### config.mk
export PLATFORM = sky130hd
export DESIGN_NAME = i8gemv_lane
export DESIGN_NICKNAME = d
export VERILOG_FILES = /design/src/rtl/core/i8gemv_pkg.sv /design/src/rtl/core/i8gemv_lane.sv
export SDC_FILE = /design/constraint.sdc
export NUM_CORES = 2
export LEC_CHECK = 0
export ABC_AREA = 1
export BUFFER_PORTS_ARGS = -buffer_cell sky130_fd_sc_hd__buf_2
export CAP_MARGIN = 25
export CORE_UTILIZATION = 43
export DETAILED_ROUTE_END_ITERATION = 12
export GPL_ROUTABILITY_DRIVEN = 0
export HOLD_SLACK_MARGIN = 0.02
export SYNTH_ARGS = -nofsm -noshare
export SYNTH_HDL_FRONTEND = slang
export SYNTH_SLANG_ARGS = --single-unit
export TNS_END_PERCENT = 50
### constraint.sdc
create_clock -name clk -period 9.46 [get_ports clk]
set_input_delay 1.419 -clock clk [delete_from_list [all_inputs] [get_ports clk]]
set_output_delay 1.419 -clock clk [all_outputs]
set_load 0.01 [all_outputs]
### src/rtl/core/i8gemv_pkg.sv
// shared types and constants of the int8 weight batched gemv unit
// no dependencies
package i8gemv_pkg;

	localparam int LANES   = 4;
	localparam int W_W     = 8;
	localparam int ACT_W   = 16;
	localparam int PROD_W  = W_W + ACT_W;
	localparam int ACC_W   = 40;
	localparam int SCALE_W = 32;
	localparam int HALF_W  = SCALE_W / 2;
	localparam int PP_W    = ACC_W + HALF_W;
	localparam int SUM_W   = PP_W + HALF_W;
	localparam int FRAC_SH = 24;
	localparam int Q_W     = SUM_W - FRAC_SH;
	localparam int OUT_W   = 32;
	localparam int BR_W    = 3;

	localparam logic [BR_W-1:0]  BATCH_RESET = BR_W'(4);
	localparam logic [SUM_W-1:0] ROUND_HALF  = SUM_W'(1) << (FRAC_SH - 1);
	localparam logic [Q_W-1:0]   POS_LIMIT   = Q_W'(32'h7fff_ffff);
	localparam logic [Q_W-1:0]   NEG_LIMIT   = Q_W'(32'h8000_0000);
	localparam logic [OUT_W-1:0] OUT_POS_MAX = 32'h7fff_ffff;
	localparam logic [OUT_W-1:0] OUT_NEG_MIN = 32'h8000_0000;

	typedef struct packed {
		logic acc_en;
		logic mag_en;
		logic hi_en;
		logic lo_en;
		logic sum_en;
	} lane_ctl_t;

endpackage

### src/rtl/core/i8gemv_lane.sv
// one batch lane: multiply-accumulate, then scale by the row scale and round
// uses i8gemv_pkg
module i8gemv_lane (
	input  logic                          clk,
	input  logic                          arst_n,
	input  i8gemv_pkg::lane_ctl_t         ctl,
	input  logic                          active,
	input  logic signed [i8gemv_pkg::W_W-1:0]     weight,
	input  logic signed [i8gemv_pkg::ACT_W-1:0]   act,
	input  logic [i8gemv_pkg::SCALE_W-1:0]        scale,
	output logic [i8gemv_pkg::OUT_W-1:0]          res,
	output logic                          sat
);
	import i8gemv_pkg::*;

	logic signed [PROD_W-1:0] prod_w;
	logic [ACC_W-1:0]         acc_q;
	logic [ACC_W-1:0]         mag_q;
	logic                     neg_q;
	logic [HALF_W-1:0]        mul_b;
	logic [PP_W-1:0]          mul_p;
	logic [PP_W-1:0]          p_hi_q;
	logic [PP_W-1:0]          p_lo_q;
	logic [SUM_W-1:0]         sum_w;
	logic [Q_W-1:0]           q_q;

	assign prod_w = weight * act;

	always_ff @(posedge clk or negedge arst_n) begin
		if (!arst_n) begin
			acc_q <= '0;
		end else if (ctl.mag_en) begin
			acc_q <= '0;
		end else if (ctl.acc_en && active) begin
			acc_q <= acc_q + {{(ACC_W-PROD_W){prod_w[PROD_W-1]}}, prod_w};
		end
	end

	// magnitude and sign of the finished sum
	always_ff @(posedge clk) begin
		if (ctl.mag_en) begin
			neg_q <= active & acc_q[ACC_W-1];
			if (!active) begin
				mag_q <= '0;
			end else if (acc_q[ACC_W-1]) begin
				mag_q <= ~acc_q + ACC_W'(1);
			end else begin
				mag_q <= acc_q;
			end
		end
	end

	// one 40x16 multiplier, upper scale half then lower half
	assign mul_b = ctl.hi_en ? scale[SCALE_W-1:HALF_W] : scale[HALF_W-1:0];
	assign mul_p = PP_W'(mag_q) * PP_W'(mul_b);

	always_ff @(posedge clk) begin
		if (ctl.hi_en) begin
			p_hi_q <= mul_p;
		end
		if (ctl.lo_en) begin
			p_lo_q <= mul_p;
		end
	end

	assign sum_w = {p_hi_q, {HALF_W{1'b0}}} + SUM_W'(p_lo_q) + ROUND_HALF;

	always_ff @(posedge clk) begin
		if (ctl.sum_en) begin
			q_q <= sum_w[SUM_W-1:FRAC_SH];
		end
	end

	// clip to 32 bits and restore the sign
	always_comb begin
		res = q_q[OUT_W-1:0];
		sat = 1'b0;
		if (!neg_q) begin
			if (q_q > POS_LIMIT) begin
				res = OUT_POS_MAX;
				sat = 1'b1;
			end
		end else begin
			if (q_q > NEG_LIMIT) begin
				res = OUT_NEG_MIN;
				sat = 1'b1;
			end else begin
				res = ~q_q[OUT_W-1:0] + OUT_W'(1);
			end
		end
	end

endmodule

* After elaboration in Yosys (flattened, before gate mapping)
Cells that the tools add are included.
** Word-level totals
- Register bits :: 241
- Input bits :: 64
- Output and inout bits :: 33
** Operators by class
- $add $sub $neg :: 5
- Multiply operators :: 2
- $lt $le $gt $ge :: 2
- Mux-type cells :: 10
- Bitwise operators :: 3
- Reduce and logical (&&, ||, !) cells :: 3
** Operator list (number)
- 32-bit 2-to-1 mux :: 3
- 40-bit 2-to-1 mux :: 2
- 72-bit by 24-bit adder with 72-bit output, second input constant :: 1
- 72-bit by 56-bit adder with 72-bit output :: 1
- 40-bit by 16-bit multiplier with 56-bit output :: 1
- 48-bit by 31-bit greater-than comparator with 1-bit output, second input constant :: 1
- 48-bit by 32-bit greater-than comparator with 1-bit output, second input constant :: 1
- 40-bit by 1-bit adder with 40-bit output, second input constant :: 1
- 40-bit adder :: 1
- 40-bit NOT :: 1
- 39-bit 2-to-1 mux :: 1
- 32-bit by 1-bit adder with 32-bit output, second input constant :: 1
- 32-bit NOT :: 1
- 8-bit by 16-bit multiplier with 24-bit output :: 1
- 16-bit 2-to-1 mux :: 1
- 1-bit 2-to-1 mux :: 3
- 2-bit AND reduction :: 1
- 2-bit nonzero test :: 1
- 1-bit AND :: 1
- 1-bit logical AND :: 1

* Longest topological paths before layout
- Depth after elaboration :: 4
- Depth in mapped cells :: 36
- Depth with buffers taken out :: 34

* Least setup slack after synthesis
Ideal clock, no wire load.
- Kind :: input -> register
- From :: input port ctl[2] (netlist bit)
- To :: register p_hi_q[39] (data pin)
- Library setup time :: 0.257 ns
- Data arrival time :: 7.000 ns
- Setup slack :: 2.204 ns
- Stages on the path :: 29
- Path buffers :: 2
- Path through :: inv_2 > clkbuf_1 > or2_2 > nand2_1 > inv_1 > clkbuf_1 > nand2_1 > fa_1 > inv_1 > fa_1 > inv_1 > fa_1 > inv_1 > fa_1 > inv_1 > fa_1 > fa_1 > inv_1 > ha_1 > a21oi_1 > o21ai_0 > a21o_1 > nand2_1 > nand3_1 > nand2b_1 > nand2_1 > nand2_1 > nand2_1 > nand2_1
** On the way
- Word-level cells in the longest chain between the ends :: 2
** RTL lines
- start, declared :: line i8gemv_lane.sv:6 : input i8gemv_pkg::lane_ctl_t ctl,
- 16-bit 2-to-1 mux :: line i8gemv_lane.sv:54 : assign mul_b = ctl.hi_en ? scale[SCALE_W-1:HALF_W] : scale[HALF_W-1:0];
- 40-bit by 16-bit multiplier with 56-bit output :: line i8gemv_lane.sv:55 : assign mul_p = PP_W'(mag_q) * PP_W'(mul_b);
- via mul_p[39] :: line i8gemv_lane.sv:21 : logic [PP_W-1:0] mul_p;
- end signal, assigned :: line i8gemv_lane.sv:59 : p_hi_q <= mul_p;
- end, declared :: line i8gemv_lane.sv:22 : logic [PP_W-1:0] p_hi_q;
The timed path passes the listed nets, and every way through them passes these cells.
A chain may end at the register's enable or synchronous reset.

* Worst setup path in the final report
- From :: input port ctl[2] (netlist bit)
- To :: register p_lo_q[45] (data pin)
** On the way
- Word-level cells in the longest chain between the ends :: 2
** RTL lines
- 16-bit 2-to-1 mux :: line i8gemv_lane.sv:54
- 40-bit by 16-bit multiplier with 56-bit output :: line i8gemv_lane.sv:55
- via mul_p[45] :: line i8gemv_lane.sv:21
- end signal, assigned :: line i8gemv_lane.sv:62 : p_lo_q <= mul_p;
- end, declared :: line i8gemv_lane.sv:23 : logic [PP_W-1:0] p_lo_q;
The timed path passes the listed nets, and every way through them passes these cells.

==> metrics.md <==
| Metric | Value |
|---|---|
| Pre-CTS setup slack | 0.3952 ns |
| WS Path Type | in2reg |
| CTS tree | built |
| # diodes | 0 |
| Number of global-route vias before repair | around 36,000 |
| Worst endpoint required time | 9.82 ns |
| Critical Path Source Type | input port |
| Initial antenna violation count | 1 |
| Hold Crit Class | reg2reg |
| Initial drt markers | 2,269 |
| Fill cells | 9,591 |
| Post-Route WL | 125,200 um |
| Finished Core Util | 0.4628 |
| Die ar. | 96,950 um2 |
| Register area share after synthesis | 0.1593 |
| Commonest non-fill, non-tap cell in the layout | nand2_1 |
| Detailed placer's ending HPWL | 104,600 um |
| Final #Nets | 6,403 |
| Synthesis-stage register bit count | 225 |
| Slowest stage delay, CP | around 0.55 ns |
| Unrepaired setup endpoints after global routing | false |
| Post-Syn Instances | 5,394 |
| Area Overhead vs Synth | 6.680% |
| Number of enable flip-flop cells after synthesis | 185 |
| Antenna violation net count after detailed routing | 0 |
| Crit-path max FO | 32 |
| Crit share post-route | 0.9249 |
| Worst-path clk slew | 0.06 ns |
| Setup Viol. Count Final | 0 |
| Setup_tns | 0 ns |
| Synthesized area | 41,150 um2 |
| Top-level I/O count | 97 |
| Yosys warns | 0 |
| Die H | 311.4 um |
| CTS Buffer Depth | 3 |
| Overall routing resource usage | 0.2615 |
| Average wire per standard cell | 18.69 um |
| DRC viols | 0 |
| Crit path time final | 8.750 ns |
| Number of distinct library cells after synthesis | 48 |
| Slowest CP cell | fa_1 |
| CP arrival | 9.11 ns |
| Root buf cell | clkbuf_16 |
| Synth Flop Type | edfxtp_1 |
| Post-CTS Hold Buffers | 0 |
| Floorplan row count | around 110 |
| Maxcap violations | 0 |
| Commonest non-fill, non-tap cells in the layout | nand2_1, inv_1, fa_1 |
| Largest net degree at the start of global routing | 49 |
| Post-CTS Setup Bufs | 0 |
| Initial core utilization | 0.4338 |
| Clk_skew | 0.03600 ns |
| Final instance area | around 44,000 um2 |
| Buffers added on ports | 96 |
| First-pass DRT Iterations | 6 |
| Max Freq | 0.1143 GHz |
| Num Clock Sinks | 225 |
| Top Family by Delay on Critical Path | adder cells |
| Status | complete, no violations |
| Register area | about 6600 um2 |
| Post-synth ARST share | 0.1778 |
| Least-Margin Pin Slew | 1.015 ns |
| Post-synthesis net count | 6,385 |
| R2r setup slk | roughly 2.2 ns |
| Vias | 34,910 |
| First-pass GRT wire length | 199,000 um |
| Vias/cell | 5.214 |
| Num CTS Buffers | 26 |
| Setup WS post-layout | 0.7103 ns |
| Layout cells sized above 1 | 0.04511 |
| CP bufs+invs | 9 |
| Die width | 311.4 um |
| Core Footprint | around 95,000 um2 |
| Multi-input logic area | 29,680 um2 |
| Placed instance area | between 40,000 and 50,000 um2 |
| Clk_lat worst skew | 0.57 ns |
| Max Transition Viols Final | 0 |
| PostCTS Resize Cnt | 0 |
| Critical path endpoint category | flip-flop |
| Syn avg cell area | about 7.6 um2 |
| Global route overflow | 0 |
| Max-Slew Margin vs Limit | 0.3235 |
| Final hold violations | 0 |
| H-tree Lvls | 1 |
==> final timing paths <==
path,from,to,cells past startpoint
max,ctl[2],p_lo_q[45],26
min,acc_q[38],acc_q[38],2
min in group asynchronous,arst_n,acc_q[29],1
max reg2reg,mag_q[5],p_lo_q[32],20
min reg2reg,acc_q[38],acc_q[38],2
max in group asynchronous,arst_n,acc_q[15],2
==> logic make-up after synthesis <==
kind of cell               after synthesis  synth area share
adders and majority gates              927            0.3975
and+or+nand+nor                       2194            0.2157
buffers and inverters                 1312            0.1205
DFF                                    225            0.1593
xor gates and xnor gates               129           0.02745
AOI/OAI and AO/OA                      607           0.07959
==> worst reg2reg max path: stages (launching register included) <==
cell and delay (ns):
edfxtp_1 0.76, inv_1 0.38, nor2_1 0.24, fa_1 0.43
inv_1 0.10, fa_1 0.44, fa_1 0.53, fa_1 0.52
fa_1 0.53, fa_1 0.56, inv_1 0.05, ha_1 0.35
a21oi_1 0.25, o21ai_0 0.21, a21oi_1 0.40, nand3_1 0.38
nand2_1 0.14, nand2_1 0.15, nand2_1 0.11, nand2_1 0.06
xor2_1 0.46
==> layer usage <==
layer,global-route usage,share of wire,vias up
met2,0.4605,0.49,1205
met1,0.3300,0.41,16870
met3,0.02615,0.058,283
li1,-,-,16550
met4,0.09975,0.045,0
met5,0,0,-
==> through the flow <==
stage / std cells / hold slack (ns)
2_1_floorplan: 5394 / 0.4771
3_3_place_gp: 6647 / 0.5055
3_5_place_dp: 6647 / 0.5197
4_1_cts: 6694 / 0.5325
5_1_grt: 6696 / 0.5934
6_report: 6696 / 0.5300
==> state kept, by name, indices dropped and copies added (netlist names) <==
register / flops
p_hi_q: 56
neg_q: 1
mag_q: 40
acc_q: 40
q_q: 48
p_lo_q: 40
==> cells in the mapped netlist (40+ instances only) <==
cell type	number	area (um2)
nand2_1	1233	4628
inv_1	1147	4305
fa_1	634	12690
nor2_1	608	2282
ha_1	293	3666
a21oi_1	249	1246
o21ai_0	218	1091
edfxtp_1	185	5555
nand3_1	177	885.9
clkbuf_1	123	461.7
xor2_1	92	805.8
nor3_1	57	285.3
dfrtp_1	40	1001
==> final cells by class <==
| class | count | share of cell area |
|---|---|---|
| clock buffer | 28 | 0.01545 |
| clock inverter | 19 | 0.004189 |
| inverter | 1155 | 0.09875 |
| multi-input combinational | 3857 | 0.6759 |
| sequential | 225 | 0.1493 |
| tap | 1265 | 0.03605 |
| timing repair buffer | 147 | 0.02029 |
Power is not shown: default switching activity piles up to over one toggle a cycle in this logic, so the estimate is an artifact.
