### config.mk
export PLATFORM = sky130hd
export DESIGN_NAME = i8gemv_merge
export DESIGN_NICKNAME = d
export VERILOG_FILES = /design/src/rtl/core/i8gemv_pkg.sv /design/src/rtl/core/i8gemv_merge.sv
export SDC_FILE = /design/constraint.sdc
export NUM_CORES = 1
export LEC_CHECK = 0
export ABC_AREA = 0
export ABC_CLOCK_PERIOD_IN_PS = 1160
export BUFFER_PORTS_ARGS = -buffer_cell sky130_fd_sc_hd__buf_2
export CAP_MARGIN = 20
export CORE_MARGIN = 2
export CORE_UTILIZATION = 29
export CTS_BUF_LIST = sky130_fd_sc_hd__clkbuf_4
export DETAILED_ROUTE_END_ITERATION = 10
export SLEW_MARGIN = 20
export SYNTH_ARGS = -nofsm -noshare
export SYNTH_HDL_FRONTEND = slang
export SYNTH_SLANG_ARGS = --single-unit
### constraint.sdc
create_clock -name clk -period 1.16 [get_ports clk]
set_clock_uncertainty 0.15 [all_clocks]
set_input_delay 0.116 -clock clk [delete_from_list [all_inputs] [get_ports clk]]
set_output_delay 0.116 -clock clk [all_outputs]
set_load 0.005 [all_outputs]
### src/rtl/core/i8gemv_pkg.sv
// shared types and constants of the int8 weight batched gemv unit
// no dependencies
package i8gemv_pkg;

	localparam int LANES   = 4;
	localparam int W_W     = 8;
	localparam int ACT_W   = 16;
	localparam int PROD_W  = W_W + ACT_W;
	localparam int ACC_W   = 40;
	localparam int SCALE_W = 32;
	localparam int HALF_W  = SCALE_W / 2;
	localparam int PP_W    = ACC_W + HALF_W;
	localparam int SUM_W   = PP_W + HALF_W;
	localparam int FRAC_SH = 24;
	localparam int Q_W     = SUM_W - FRAC_SH;
	localparam int OUT_W   = 32;
	localparam int BR_W    = 3;

	localparam logic [BR_W-1:0]  BATCH_RESET = BR_W'(4);
	localparam logic [SUM_W-1:0] ROUND_HALF  = SUM_W'(1) << (FRAC_SH - 1);
	localparam logic [Q_W-1:0]   POS_LIMIT   = Q_W'(32'h7fff_ffff);
	localparam logic [Q_W-1:0]   NEG_LIMIT   = Q_W'(32'h8000_0000);
	localparam logic [OUT_W-1:0] OUT_POS_MAX = 32'h7fff_ffff;
	localparam logic [OUT_W-1:0] OUT_NEG_MIN = 32'h8000_0000;

	typedef struct packed {
		logic acc_en;
		logic mag_en;
		logic hi_en;
		logic lo_en;
		logic sum_en;
	} lane_ctl_t;

endpackage

### src/rtl/core/i8gemv_merge.sv
// merge stage: gathers lane results, ors the clip flags, holds the output word
// uses i8gemv_pkg
module i8gemv_merge (
	input  logic                                            clk,
	input  logic                                            arst_n,
	input  logic                                            load,
	input  logic [i8gemv_pkg::LANES-1:0][i8gemv_pkg::OUT_W-1:0] lane_res,
	input  logic [i8gemv_pkg::LANES-1:0]                    lane_sat,
	input  logic                                            out_ready,
	output logic                                            out_valid,
	output logic                                            free,
	output logic [i8gemv_pkg::LANES-1:0][i8gemv_pkg::OUT_W-1:0] res_q,
	output logic                                            sat_q
);
	import i8gemv_pkg::*;

	logic valid_q;

	assign out_valid = valid_q;
	assign free      = !valid_q || out_ready;

	always_ff @(posedge clk or negedge arst_n) begin
		if (!arst_n) begin
			valid_q <= 1'b0;
		end else if (load) begin
			valid_q <= 1'b1;
		end else if (out_ready) begin
			valid_q <= 1'b0;
		end
	end

	always_ff @(posedge clk) begin
		if (load) begin
			res_q <= lane_res;
			sat_q <= |lane_sat;
		end
	end

endmodule

==> results of run 1 <==
stage by stage:
step	hold slack (ns)	setup WS, ns	area [um^2]	std cells	utilization (%)
3_5_place_dp	-0.2575	0.006003	5558	583	41.97
3_3_place_gp	-0.2563	0.03069	5558	583	41.97
2_1_floorplan	-0.3296	0.1308	3919	133	-
synthesized netlist by cell type:
master / number
dfrtp_1: 1
edfxtp_1: 129
nand2b_1: 2
or4_1: 1
cells by family after synthesis:
kind of cell     after synthesis
DFF                          130
and+or+nand+nor                3
==> metrics.md, run 1 <==
| Metric | Value |
|---|---|
| CTS Hold Bufs | 124 |
| Top cells by area, synth | edfxtp_1, dfrtp_1, nand2b_1, or4_1 |
| Starting Density | between 20% and 30% |
| Synth Area in XOR/XNOR | 0% |
| Synth Area per Inst | around 29 um^2 |
| Final RePlAce weighted congestion | 0.6810 |
| # IOs | 267 |
| Cts bufs inserted | 17 |
| Outcome | did not finish |
| Die boundary height | 120.2 um |
| CTS HTree Levels | 4 |
| Yosys top cell by area | edfxtp_1 |
| Area fraction in and, or, nand and nor cells after synthesis | less than 1% |
| Rows | 42 |
| Syn Inst Count | 133 |
| Die X | roughly 120 um |
| Max clock buf depth | 2 |
| Cell Area, Synth | 3919 um^2 |
| CTS root buffer | clkbuf_4 |
| Largest family of logic cells by synthesized area | simple AND/OR/NAND/NOR gates |
| Sequential share of the synthesized area | 99.49% |
| Compound-cell area share of the yosys netlist | 0% |
| Clock Sinks | 130 |
| Yosys top cell area share | between 90% and 100% |
| Stage reached | clock tree synthesis |
| Unique cell type count in the Yosys netlist | 4 |
| Syn_nets | 269 |
| Log Error | [ERROR RSZ-0060] Max buffer count reached. |
| Yosys warnings | 0 |
| # resized after CTS | 0 |
| Yosys reg bits | 130 |
| Setup bufs post-CTS | 0 |
| Port bufs | 266 |
| Mux cell area share after synthesis | 0% |
| Adder-cell share of the synthesized area | 0% |
==> inputs of run 2 (changes only) <==
Settings changed: CORE_UTILIZATION 29 to 20, CTS_BUF_LIST sky130_fd_sc_hd__clkbuf_4 to default, PLACE_DENSITY_LB_ADDON from default to 0.15.
==> run 2 against run 1 <==
Compared with the run above: the flow now finishes, with violations (hold timing, setup timing); synthesized area stayed put; synthesized cell count stayed put.
==> metrics.md, run 2 <==
| Metric | Value |
|---|---|
| Fill cell count | between 1500 and 2000 |
| Final Setup Violations | 74 |
| Kind of start point of the critical path | register |
| Synth-to-layout area growth | 94.00% |
| Relative slew slack | 84.13% |
| CP endpoint kind | output port |
| Multi-input logic area | 20.02 um^2 |
| Post-synth top cells | edfxtp_1, nand2b_1, dfrtp_1, or4_1 |
| Max reg flops | 128 |
| Drt pass-1 iters | 4 |
| Cell Area, Synth | 3919 um^2 (unchanged) |
| Asr flop ratio synth | 0.7692% (unchanged) |
| Post-placement cell count | 671 (+15%) |
| Final Hold Fails | 2 |
| DR iter-0 viols | around 140 |
| Yosys top cell by area | edfxtp_1 |
| Final setup margin | -0.08775 ns |
| Final RePlAce weighted congestion | 0.7102 (+4.3%) |
| Clock Sinks | 130 (unchanged) |
| First-pass GRT wire length | ~16000 um |
| Classification of the worst-slack hold path | in -> reg |
| Top cells by area, synth | edfxtp_1, dfrtp_1, nand2b_1, or4_1 |
| Cell Pwr Density | 1625 nW/um^2 |
| WL per Instance | 13.76 um |
| Post-DP HPWL | 8045 um |
| Fin crit share | 107.6% |
| Worst-path clk slew | ~0.060 ns |
| Syn_nets | 269 (unchanged) |
| Starting Density | 20.27% (-9.3 points) |
| Compound-cell area share of the yosys netlist | 0% (unchanged) |
| Final critical-path required period | 1.248 ns |
| CTS root buffer | clkbuf_16 |
| Yosys warnings | 0 (unchanged) |
| Crit Path Class | reg -> out |
| DP Worst Slack | 0.02629 ns (+0.02028 ns) |
| Max Cap Violations | 0 |
| Failing checks | hold timing, setup timing |
| RSZ-0062 raised after global routing | true |
| Mux cell area share after synthesis | 0% (unchanged) |
| Cts bufs inserted | 17 (unchanged) |
| Met1 usage | 11.47% |
| Ys flop type | edfxtp_1 |
| Synth Area per Inst | 29.46 um^2 (unchanged) |
| Core footprint | 19330 um^2 |
| Commonest non-fill, non-tap cell in the layout | buf_2 |
| Yosys reg bits | 130 (unchanged) |
| Die X | 144.0 um (+20%) |
| Die area | 20730 um^2 |
| Port bufs | 266 (unchanged) |
| Reg area | 3899 um^2 |
| Final instance area | between 7000 and 8000 um^2 |
| Rows | 51 (+21%) |
| Max Freq | between 800 and 900 MHz |
| Syn Inst Count | 133 (unchanged) |
| Largest family of logic cells by synthesized area | simple AND/OR/NAND/NOR gates |
| Largest net degree at the start of global routing | 41 |
| Final Max Tran Viols | 0 |
| Most frequent cell after synthesis | edfxtp_1 |
| Sequential share of the synthesized area | 99.49% (unchanged) |
| Antenna Violating Nets Remaining | 0 |
| Worst EP required | 0.89 ns |
| Unique cell type count in the Yosys netlist | 4 (unchanged) |
| Met3 Usage GRT | 6.126% |
| Die boundary height | 144.0 um (+20%) |
| Post-synth EDFFs | 129 (unchanged) |
| Non-Filler Instances | around 830 |
| CTS Hold Bufs | 132 (+6.5%) |
| Worst VDD drop | 0.9246 mV |
| Gr ovfl total | 0 |
| P_leak | 0.003215 uW |
| Slew @ Worst Pin | 0.2380 ns |
| Setup TNS | -1.092 ns |
| WL final | roughly 11000 um |
| Top reg by flops | res_q |
| Total GRT Usage | 10.72% |
| CTS tree | built |
| Layout cells sized above 1 | 53.08% |
| # nets final | between 600 and 700 |
| # IOs | 267 (unchanged) |
| Initial antenna violation count | 1 |
| Area fraction in and, or, nand and nor cells after synthesis | 0.5109% (unchanged) |
| Antenna cells | 0 |
| Post-DP Area | 5662 um^2 (+1.9%) |
| CTS HTree Levels | 4 (unchanged) |
| Clock Latency Late Sink | 0.40 ns |
| Critical Path AT | ~0.98 ns |
| Most frequent cells in the layout | buf_2, dlygate4sd3_1, edfxtp_1 |
| Remaining routing DRC violations | 0 |
| PnR Total Power | 12360 uW |
| Met2 usage | between 15 and 20% |
| Adder-cell share of the synthesized area | 0% (unchanged) |
| Busiest grt layer | met2 |
| Synth Area in XOR/XNOR | 0% (unchanged) |
| Vias per inst | between 3 and 4 |
| CP Max Fanout | 2 |
| Min Hold Slack | -0.1754 ns |
| Max clock buf depth | 2 (unchanged) |
| Yosys top cell area share | 98.85% (unchanged) |
| Outcome | finished with violations |
| Number of global-route vias before repair | 3093 |
| Total number of vias | 2977 |
==> run 2: cell counts after synthesis <==
Identical to the previous run, type by type.
==> run 2: logic make-up after synthesis <==
group / after synthesis
flip-flops: 130
AND/OR/NAND/NOR: 3
==> run 2: stage by stage <==
stage	util (%)	hold slack [ns]
after floorplan	-	-0.3296
after global placement	29.28	-0.2571
after detailed placement	29.28	-0.2550
after CTS	39.32	-0.1967
after global routing	39.32	-0.2026
final	39.32	-0.1754
==> run 2: path summary, 6_finish.rpt <==
path | depth (start not counted) | slack, ns | startpoint | endpoint
hold / removal | 2 | -0.18 | lane_sat[1] | sat_q
min in group asynchronous | 3 | 0.40 | arst_n | out_valid
setup reg to reg | 3 | 0.29 | out_valid | out_valid
hold reg to reg | 3 | 0.48 | out_valid | out_valid
max in group asynchronous | 3 | 0.36 | arst_n | out_valid
setup / recovery | 2 | -0.09 | out_valid | free
==> run 2: what timing repair did <==
| item | in CTS | in global routing |
|---|---|---|
| gates cloned | 0 | 0 |
| gates resized for setup | 0 | 0 |
| setup endpoints to repair | 131 | 131 |
| setup buffers | 1 | 0 |
| hold endpoints to repair | 133 | 2 |
==> run 2: cell type report <==
class	instances	area share [%]
Sequential cell	130	51.28
Timing Repair Buffer	406	36.04
Clock buffer	17	5.596
Tap cell	265	4.361
Clock inverter	13	2.452
Multi-Input combinational cell	3	0.2633
==> run 2: worst max-delay path, cell delays in order (launching register included) <==
cell and delay (ns):
dfrtp_1 0.38, nand2b_1 0.09, buf_2 0.11
==> run 2: layer usage <==
metal / wire, um / share of wire [%]
met1: 4227 / 37
met2: 5749 / 50
met3: 1294 / 11
met4: 187 / 1.6
met5: 13 / 0.11
==> run 2: where the power goes <==
part / internal, uW / total, uW / switching, uW
Combinational: 704 / 1140 / 438
Sequential: 5580 / 5660 / 85.0
Clock: 3570 / 5550 / 1980
Total: 9860 / 12400 / 2500
Power figures use the tool's default switching activity.
==> inputs of run 3 (changes only) <==
==> constraint.sdc (replaced) <==
create_clock -name clk -period 1.16 [get_ports clk]
set_clock_uncertainty 0.15 [all_clocks]
set_input_delay 0.058 -clock clk [delete_from_list [all_inputs] [get_ports clk]]
set_output_delay 0.058 -clock clk [all_outputs]
set_load 0.005 [all_outputs]
==> run 3 against run 2 <==
Compared with the run above: the run still ends with hold timing, setup timing left; utilization increased by 0.23 points; clock power barely moved; register-to-register slack is essentially flat; sequential power is essentially flat; final area up 0.58%; via count fell by 0.40%; maximum frequency rose by 5.0%; first-iteration DRC count is 29% lower; critical path type unchanged; critical endpoint unchanged.
==> metrics.md, run 3 (synthesis results as in run 2) <==
| Metric | Value |
|---|---|
| Outcome | finished with violations |
| Failing checks | hold timing, setup timing |
| Worst EP required | 0.95 ns (+0.06 ns) |
| CP endpoint kind | output port |
| Multi-input logic area | 20.02 um^2 (unchanged) |
| # nets final | 695 (+0.14%) |
| Final critical-path required period | 1.188 ns (-0.05974 ns) |
| Starting Density | 20.27% (unchanged) |
| Post-DP HPWL | 8010 um (-0.43%) |
| # IOs | 267 (unchanged) |
| Die boundary height | 144.0 um (unchanged) |
| Clock Sinks | 130 (unchanged) |
| Fin crit share | 102.4% (-5.2 points) |
| Reg area | 3899 um^2 (unchanged) |
| Largest net degree at the start of global routing | 41 (unchanged) |
| WL final | 11750 um (+2.4%) |
| Vias per inst | 3.551 (-0.52%) |
| Kind of start point of the critical path | register |
| CTS tree | built |
| Min Hold Slack | -0.2310 ns (-0.05565 ns) |
| Critical Path AT | 0.98 ns (about the same) |
| CTS root buffer | clkbuf_16 |
| CP Max Fanout | 2 (unchanged) |
| Initial antenna violation count | 1 (unchanged) |
| Remaining routing DRC violations | 0 (unchanged) |
| Antenna Violating Nets Remaining | 0 (unchanged) |
| WL per Instance | 14.07 um (+2.3%) |
| Max reg flops | 128 (unchanged) |
| Synth-to-layout area growth | 95.11% |
| Max Freq | 841.7 MHz (+5.0%) |
| Total number of vias | 2965 (-0.40%) |
| CTS HTree Levels | 4 (unchanged) |
| Cell Chain, Critical Path | nand2b_1 -> buf_2 |
| Cts bufs inserted | 17 (unchanged) |
| Number of global-route vias before repair | 3232 (+4.5%) |
| CP delay by family, top | flip-flops |
| Top reg by flops | res_q |
| Worst-path clk slew | 0.06 ns (about the same) |
| Core footprint | 19330 um^2 (unchanged) |
| Final Max Tran Viols | 0 (unchanged) |
| DR iter-0 viols | 97 (-29%) |
| RSZ-0062 raised after global routing | true |
| Most frequent cells in the layout | buf_2, dlygate4sd3_1, edfxtp_1 |
| Final RePlAce weighted congestion | 0.7102 (unchanged) |
| Slew @ Worst Pin | 0.2035 ns (-0.03455 ns) |
| Max Cap Violations | 0 (unchanged) |
| P_leak | 0.003235 uW (+0.63%) |
| Final setup margin | -0.02801 ns (+0.05974 ns) |
| Layout cells sized above 1 | 53.16% (+0.082 points) |
| Final Setup Violations | 1 (-99%) |
| Die X | 144.0 um (unchanged) |
| Final Hold Fails | 2 (unchanged) |
| PnR Total Power | 12410 uW (+0.41%) |
| Max clock buf depth | 2 (unchanged) |
| Cell Pwr Density | 1623 nW/um^2 (-0.16%) |
| Drt pass-1 iters | 4 (unchanged) |
| Rows | 51 (unchanged) |
| Fill cell count | 1809 (+0.61%) |
| Gr ovfl total | 0 (unchanged) |
| Antenna cells | 0 (unchanged) |
| CTS Hold Bufs | 132 (unchanged) |
| Die area | 20730 um^2 (unchanged) |
| Crit Path Class | reg -> out |
| Commonest non-fill, non-tap cell in the layout | buf_2 |
| First-pass GRT wire length | 16590 um (+2.6%) |
| Total GRT Usage | 10.93% (+0.20 points) |
| Relative slew slack | 86.44% (+2.3 points) |
| CP max stage delay | 0.38 ns (about the same) |
| Setup TNS | -0.02801 ns (+1.064 ns) |
| Crit path buffers/inverters | 1 (unchanged) |
| Port bufs | 266 (unchanged) |
| Clock Latency Late Sink | 0.40 ns (about the same) |
| Slowest-stage cell, CP | dfrtp_1 |
| Worst VDD drop | 0.9186 mV (-0.65%) |
| Classification of the worst-slack hold path | in -> reg |
## run 3: cell type report
type / count / share of cell area [%]
sequential: 130 / 50.99
timing repair buffer: 407 / 36.41
clock buffer: 17 / 5.564
tap: 265 / 4.336
clock inverter: 13 / 2.438
multi-input combinational: 3 / 0.2618
## run 3: metal layers
layer / track usage (%) / vias up / wire length, um
met5: 0 / - / 13
met4: 4.541 / 2 / 173
met3: 6.093 / 14 / 1262
met2: 18.20 / 164 / 5926
met1: 11.42 / 1387 / 4374
li1: - / 1398 / -
## run 3: timing repair
item | CTS | global route
endpoints found under the hold margin | 133 | 2
resized for setup | 0 | 3
buffers inserted | 1 | 0
endpoints found under the setup margin | 8 | 125
gates cloned | 0 | 1
## run 3: path summary, 6_finish.rpt
path / to / slack [ns] / cells after the start / startpoint
min in group asynchronous: out_valid / 0.34 / 3 / arst_n
worst max-delay path: free / -0.03 / 2 / out_valid
worst max register to register: out_valid / 0.29 / 3 / out_valid
worst min-delay path: sat_q / -0.23 / 2 / lane_sat[1]
max in group asynchronous: out_valid / 0.41 / 3 / arst_n
worst min register to register: out_valid / 0.48 / 3 / out_valid
## run 3: power by group
part	total (uW)	switching [uW]	internal, uW
clock	5580	2010	3570
sequential	5660	85.0	5580
combinational	1170	448	718
total	12400	2540	9870
## run 3: worst reg2reg max path: stages (launching register included)
cell,delay (ns)
dfrtp_1,0.38
nand2b_1,0.09
buf_4,0.10
nand2b_1,0.04
## run 3: through the flow
stage	utilization, %	cells	worst slack (ns)	instance area (um^2)
detailed placement	29.28	671	0.08173	5662
floorplan	-	133	0.1888	3919
global route	39.55	835	-0.1019	7646
finish	39.55	835	-0.02801	7646
CTS	39.32	834	-0.05813	7602
global placement	29.28	671	0.07816	5662
==> inputs of run 4 (changes only) <==
==> constraint.sdc (replaced) <==
create_clock -name clk -period 1.16 [get_ports clk]
set_clock_uncertainty 0.15 [all_clocks]
set_input_delay 0.232 -clock clk [delete_from_list [all_inputs] [get_ports clk]]
set_output_delay 0.232 -clock clk [all_outputs]
set_load 0.005 [all_outputs]
==> run 4 against run 3 <==
Compared with the run above: the run still ends with hold timing, setup timing left; cell count increased by 0.36%; largest cell class unchanged; final area fell by 1.4%; utilization fell by 0.54 points; critical path depth unchanged; die area unchanged; power down 6.4%; critical endpoint unchanged; worst hold slack improved by 0.17 ns; routed wire length shrank 0.86%; critical path type unchanged.
==> metrics.md, run 4 (synthesis results as in run 2) <==
| Metric | Value |
|---|---|
| CTS tree | built |
| Final Hold Fails | 1 (-1) |
| Worst-path clk slew | 0.06 ns (about the same) |
| Final critical-path required period | 1.365 ns (+0.1774 ns) |
| Top reg by flops | res_q |
| CP max stage delay | 0.38 ns (about the same) |
| CTS root buffer | clkbuf_16 |
| Min Hold Slack | -0.06571 ns (+0.1653 ns) |
| Slew @ Worst Pin | 0.2360 ns (+0.03258 ns) |
| Fill cell count | 1846 (+2.0%) |
| Post-DP HPWL | 8358 um (+4.3%) |
| Most frequent cells in the layout | buf_2, dlygate4sd3_1, edfxtp_1 |
| Kind of start point of the critical path | register |
| Synth-to-layout area growth | 92.43% |
| Die area | 20730 um^2 (unchanged) |
| Final Setup Violations | 131 (+130) |
| Worst EP required | 0.78 ns (-0.17 ns) |
| Worst r2r src | out_valid |
| # IOs | 267 (unchanged) |
| Hold Crit Start | lane_sat[2] |
| Final Max Tran Viols | 0 (unchanged) |
| R2R depth | 3 (unchanged) |
| RSZ-0062 raised after global routing | true |
| Starting Density | 20.27% (unchanged) |
| Final setup margin | -0.2055 ns (-0.1774 ns) |
| Largest net degree at the start of global routing | 34 (-17%) |
| Max Cap Violations | 0 (unchanged) |
| Setup TNS | -15.98 ns (-15.95 ns) |
| Rows | 51 (unchanged) |
| Hold Path Depth | 2 (unchanged) |
| Antenna cells | 0 (unchanged) |
| Antenna Violating Nets Remaining | 0 (unchanged) |
| Hold EP | sat_q |
| Vias per inst | 3.543 (-0.22%) |
| CP Max Fanout | 2 (unchanged) |
| Final RePlAce weighted congestion | 0.7219 (+1.6%) |
| # nets final | 697 (+0.29%) |
| Max reg flops | 128 (unchanged) |
| Failing checks | hold timing, setup timing |
| Cts bufs inserted | 17 (unchanged) |
| Gr ovfl total | 0 (unchanged) |
| Crit path buffers/inverters | 1 (unchanged) |
| Cell Chain, Critical Path | nand2b_1 -> buf_2 |
| WL per Instance | 13.90 um (-1.2%) |
| Total GRT Usage | 10.96% (+0.034 points) |
| Initial antenna violation count | 1 (unchanged) |
| Outcome | finished with violations |
| Max clock buf depth | 2 (unchanged) |
| Die X | 144.0 um (unchanged) |
| Slowest-stage cell, CP | dfrtp_1 |
| P_leak | 0.003192 uW (-1.3%) |
| Core footprint | 19330 um^2 (unchanged) |
| Drt pass-1 iters | 4 (unchanged) |
| Port bufs | 266 (unchanged) |
| Fin crit share | 117.7% (+15 points) |
| Remaining routing DRC violations | 0 (unchanged) |
| DR iter-0 viols | 83 (-14%) |
| CTS HTree Levels | 4 (unchanged) |
| Max Freq | 732.4 MHz (-13%) |
| Core Util, Final | 39.00% (-0.54 points) |
| DP Worst Slack | -0.08804 ns (-0.1698 ns) |
| CTS Hold Bufs | 130 (-1.5%) |
| Reg2reg end | out_valid |
| WL final | 11650 um (-0.86%) |
| CP delay by family, top | flip-flops |
| Cell Pwr Density | 1539 nW/um^2 (-5.1%) |
| CP Launch Point | out_valid |
| Critical Path AT | 0.98 ns (about the same) |
| Commonest non-fill, non-tap cell in the layout | buf_2 |
| Classification of the worst-slack hold path | in -> reg |
| Total number of vias | 2969 (+0.13%) |
| Die boundary height | 144.0 um (unchanged) |
| Relative slew slack | 84.26% (-2.2 points) |
| Layout cells sized above 1 | 53.93% (+0.77 points) |
| Number of global-route vias before repair | 3278 (+1.4%) |
| PnR Total Power | 11610 uW (-6.4%) |
| Clock Sinks | 130 (unchanged) |
| Internal reg-to-reg setup slack | 0.29 ns (about the same) |
| Crit Path Class | reg -> out |
| Worst VDD drop | 0.8953 mV (-2.5%) |
| Clock Latency Late Sink | 0.40 ns (about the same) |
| CP endpoint kind | output port |
| First-pass GRT wire length | 16670 um (+0.50%) |
run 4: changes by cell type in the layout (fill, tap and decap cells not counted), moves of 2 or more:
cell           before  now
dlygate4sd3_1     132  130
bufinv_16           4    0
inv_6               1    4
buf_4               6   12
clkinv_4            4    2
clkinvlp_4          2    4
buf_12              0    2
clkinv_2            0    2
buf_16              2    0
run 4: per-stage QoR:
stage / cell area (um^2) / cells
floorplan: 3919 / 133
global placement: 5699 / 676
detailed placement: 5699 / 676
CTS: 7541 / 838
global route: 7541 / 838
finish: 7541 / 838
run 4: report_power, final:
part / total (uW) / internal (uW) / switching, uW
Sequential: 5660 / 5580 / 87.9
Combinational: 1150 / 710 / 443
Clock: 4790 / 2740 / 2050
run 4: final cells by class:
cell class | instances | area [um^2] | share of cell area, %
clock buffer | 17 | 425.4 | 5.641
clock inverter | 14 | 107.6 | 1.427
multi-input combinational | 3 | 20.02 | 0.2655
sequential | 130 | 3899 | 51.70
tap | 265 | 331.6 | 4.397
timing repair buffer | 409 | 2758 | 36.57
run 4: worst max-delay path by stage:
stage / to / slack (ns) / cells past startpoint
2_1_floorplan: sat_q / 0.01 / 1
3_5_place_dp: sat_q / -0.09 / 2
5_1_grt: free / -0.29 / 2
6_report: free / -0.21 / 2
3_3_place_gp: sat_q / -0.08 / 2
4_1_cts: free / -0.23 / 2
run 4: routing by layer:
metal / vias to the layer above / track usage [%] / part of all wire (%)
met4: 2 / 4.025 / 1.1
li1: 1401 / - / -
met5: - / 0 / 0.11
met3: 8 / 5.397 / 9.8
met2: 151 / 18.70 / 51
met1: 1407 / 11.76 / 38
run 4: what timing repair did:
item	in CTS	in global routing
hold endpoints to repair	130	1
endpoints found under the setup margin	131	131
setup buffers	1	0
resized for setup	0	0
gates cloned	0	0
run 4: worst register-to-register path, cell delays in order, from the launching register on:
cell and delay, ns:
dfrtp_1 0.38, nand2b_1 0.09, buf_4 0.10, nand2b_1 0.04
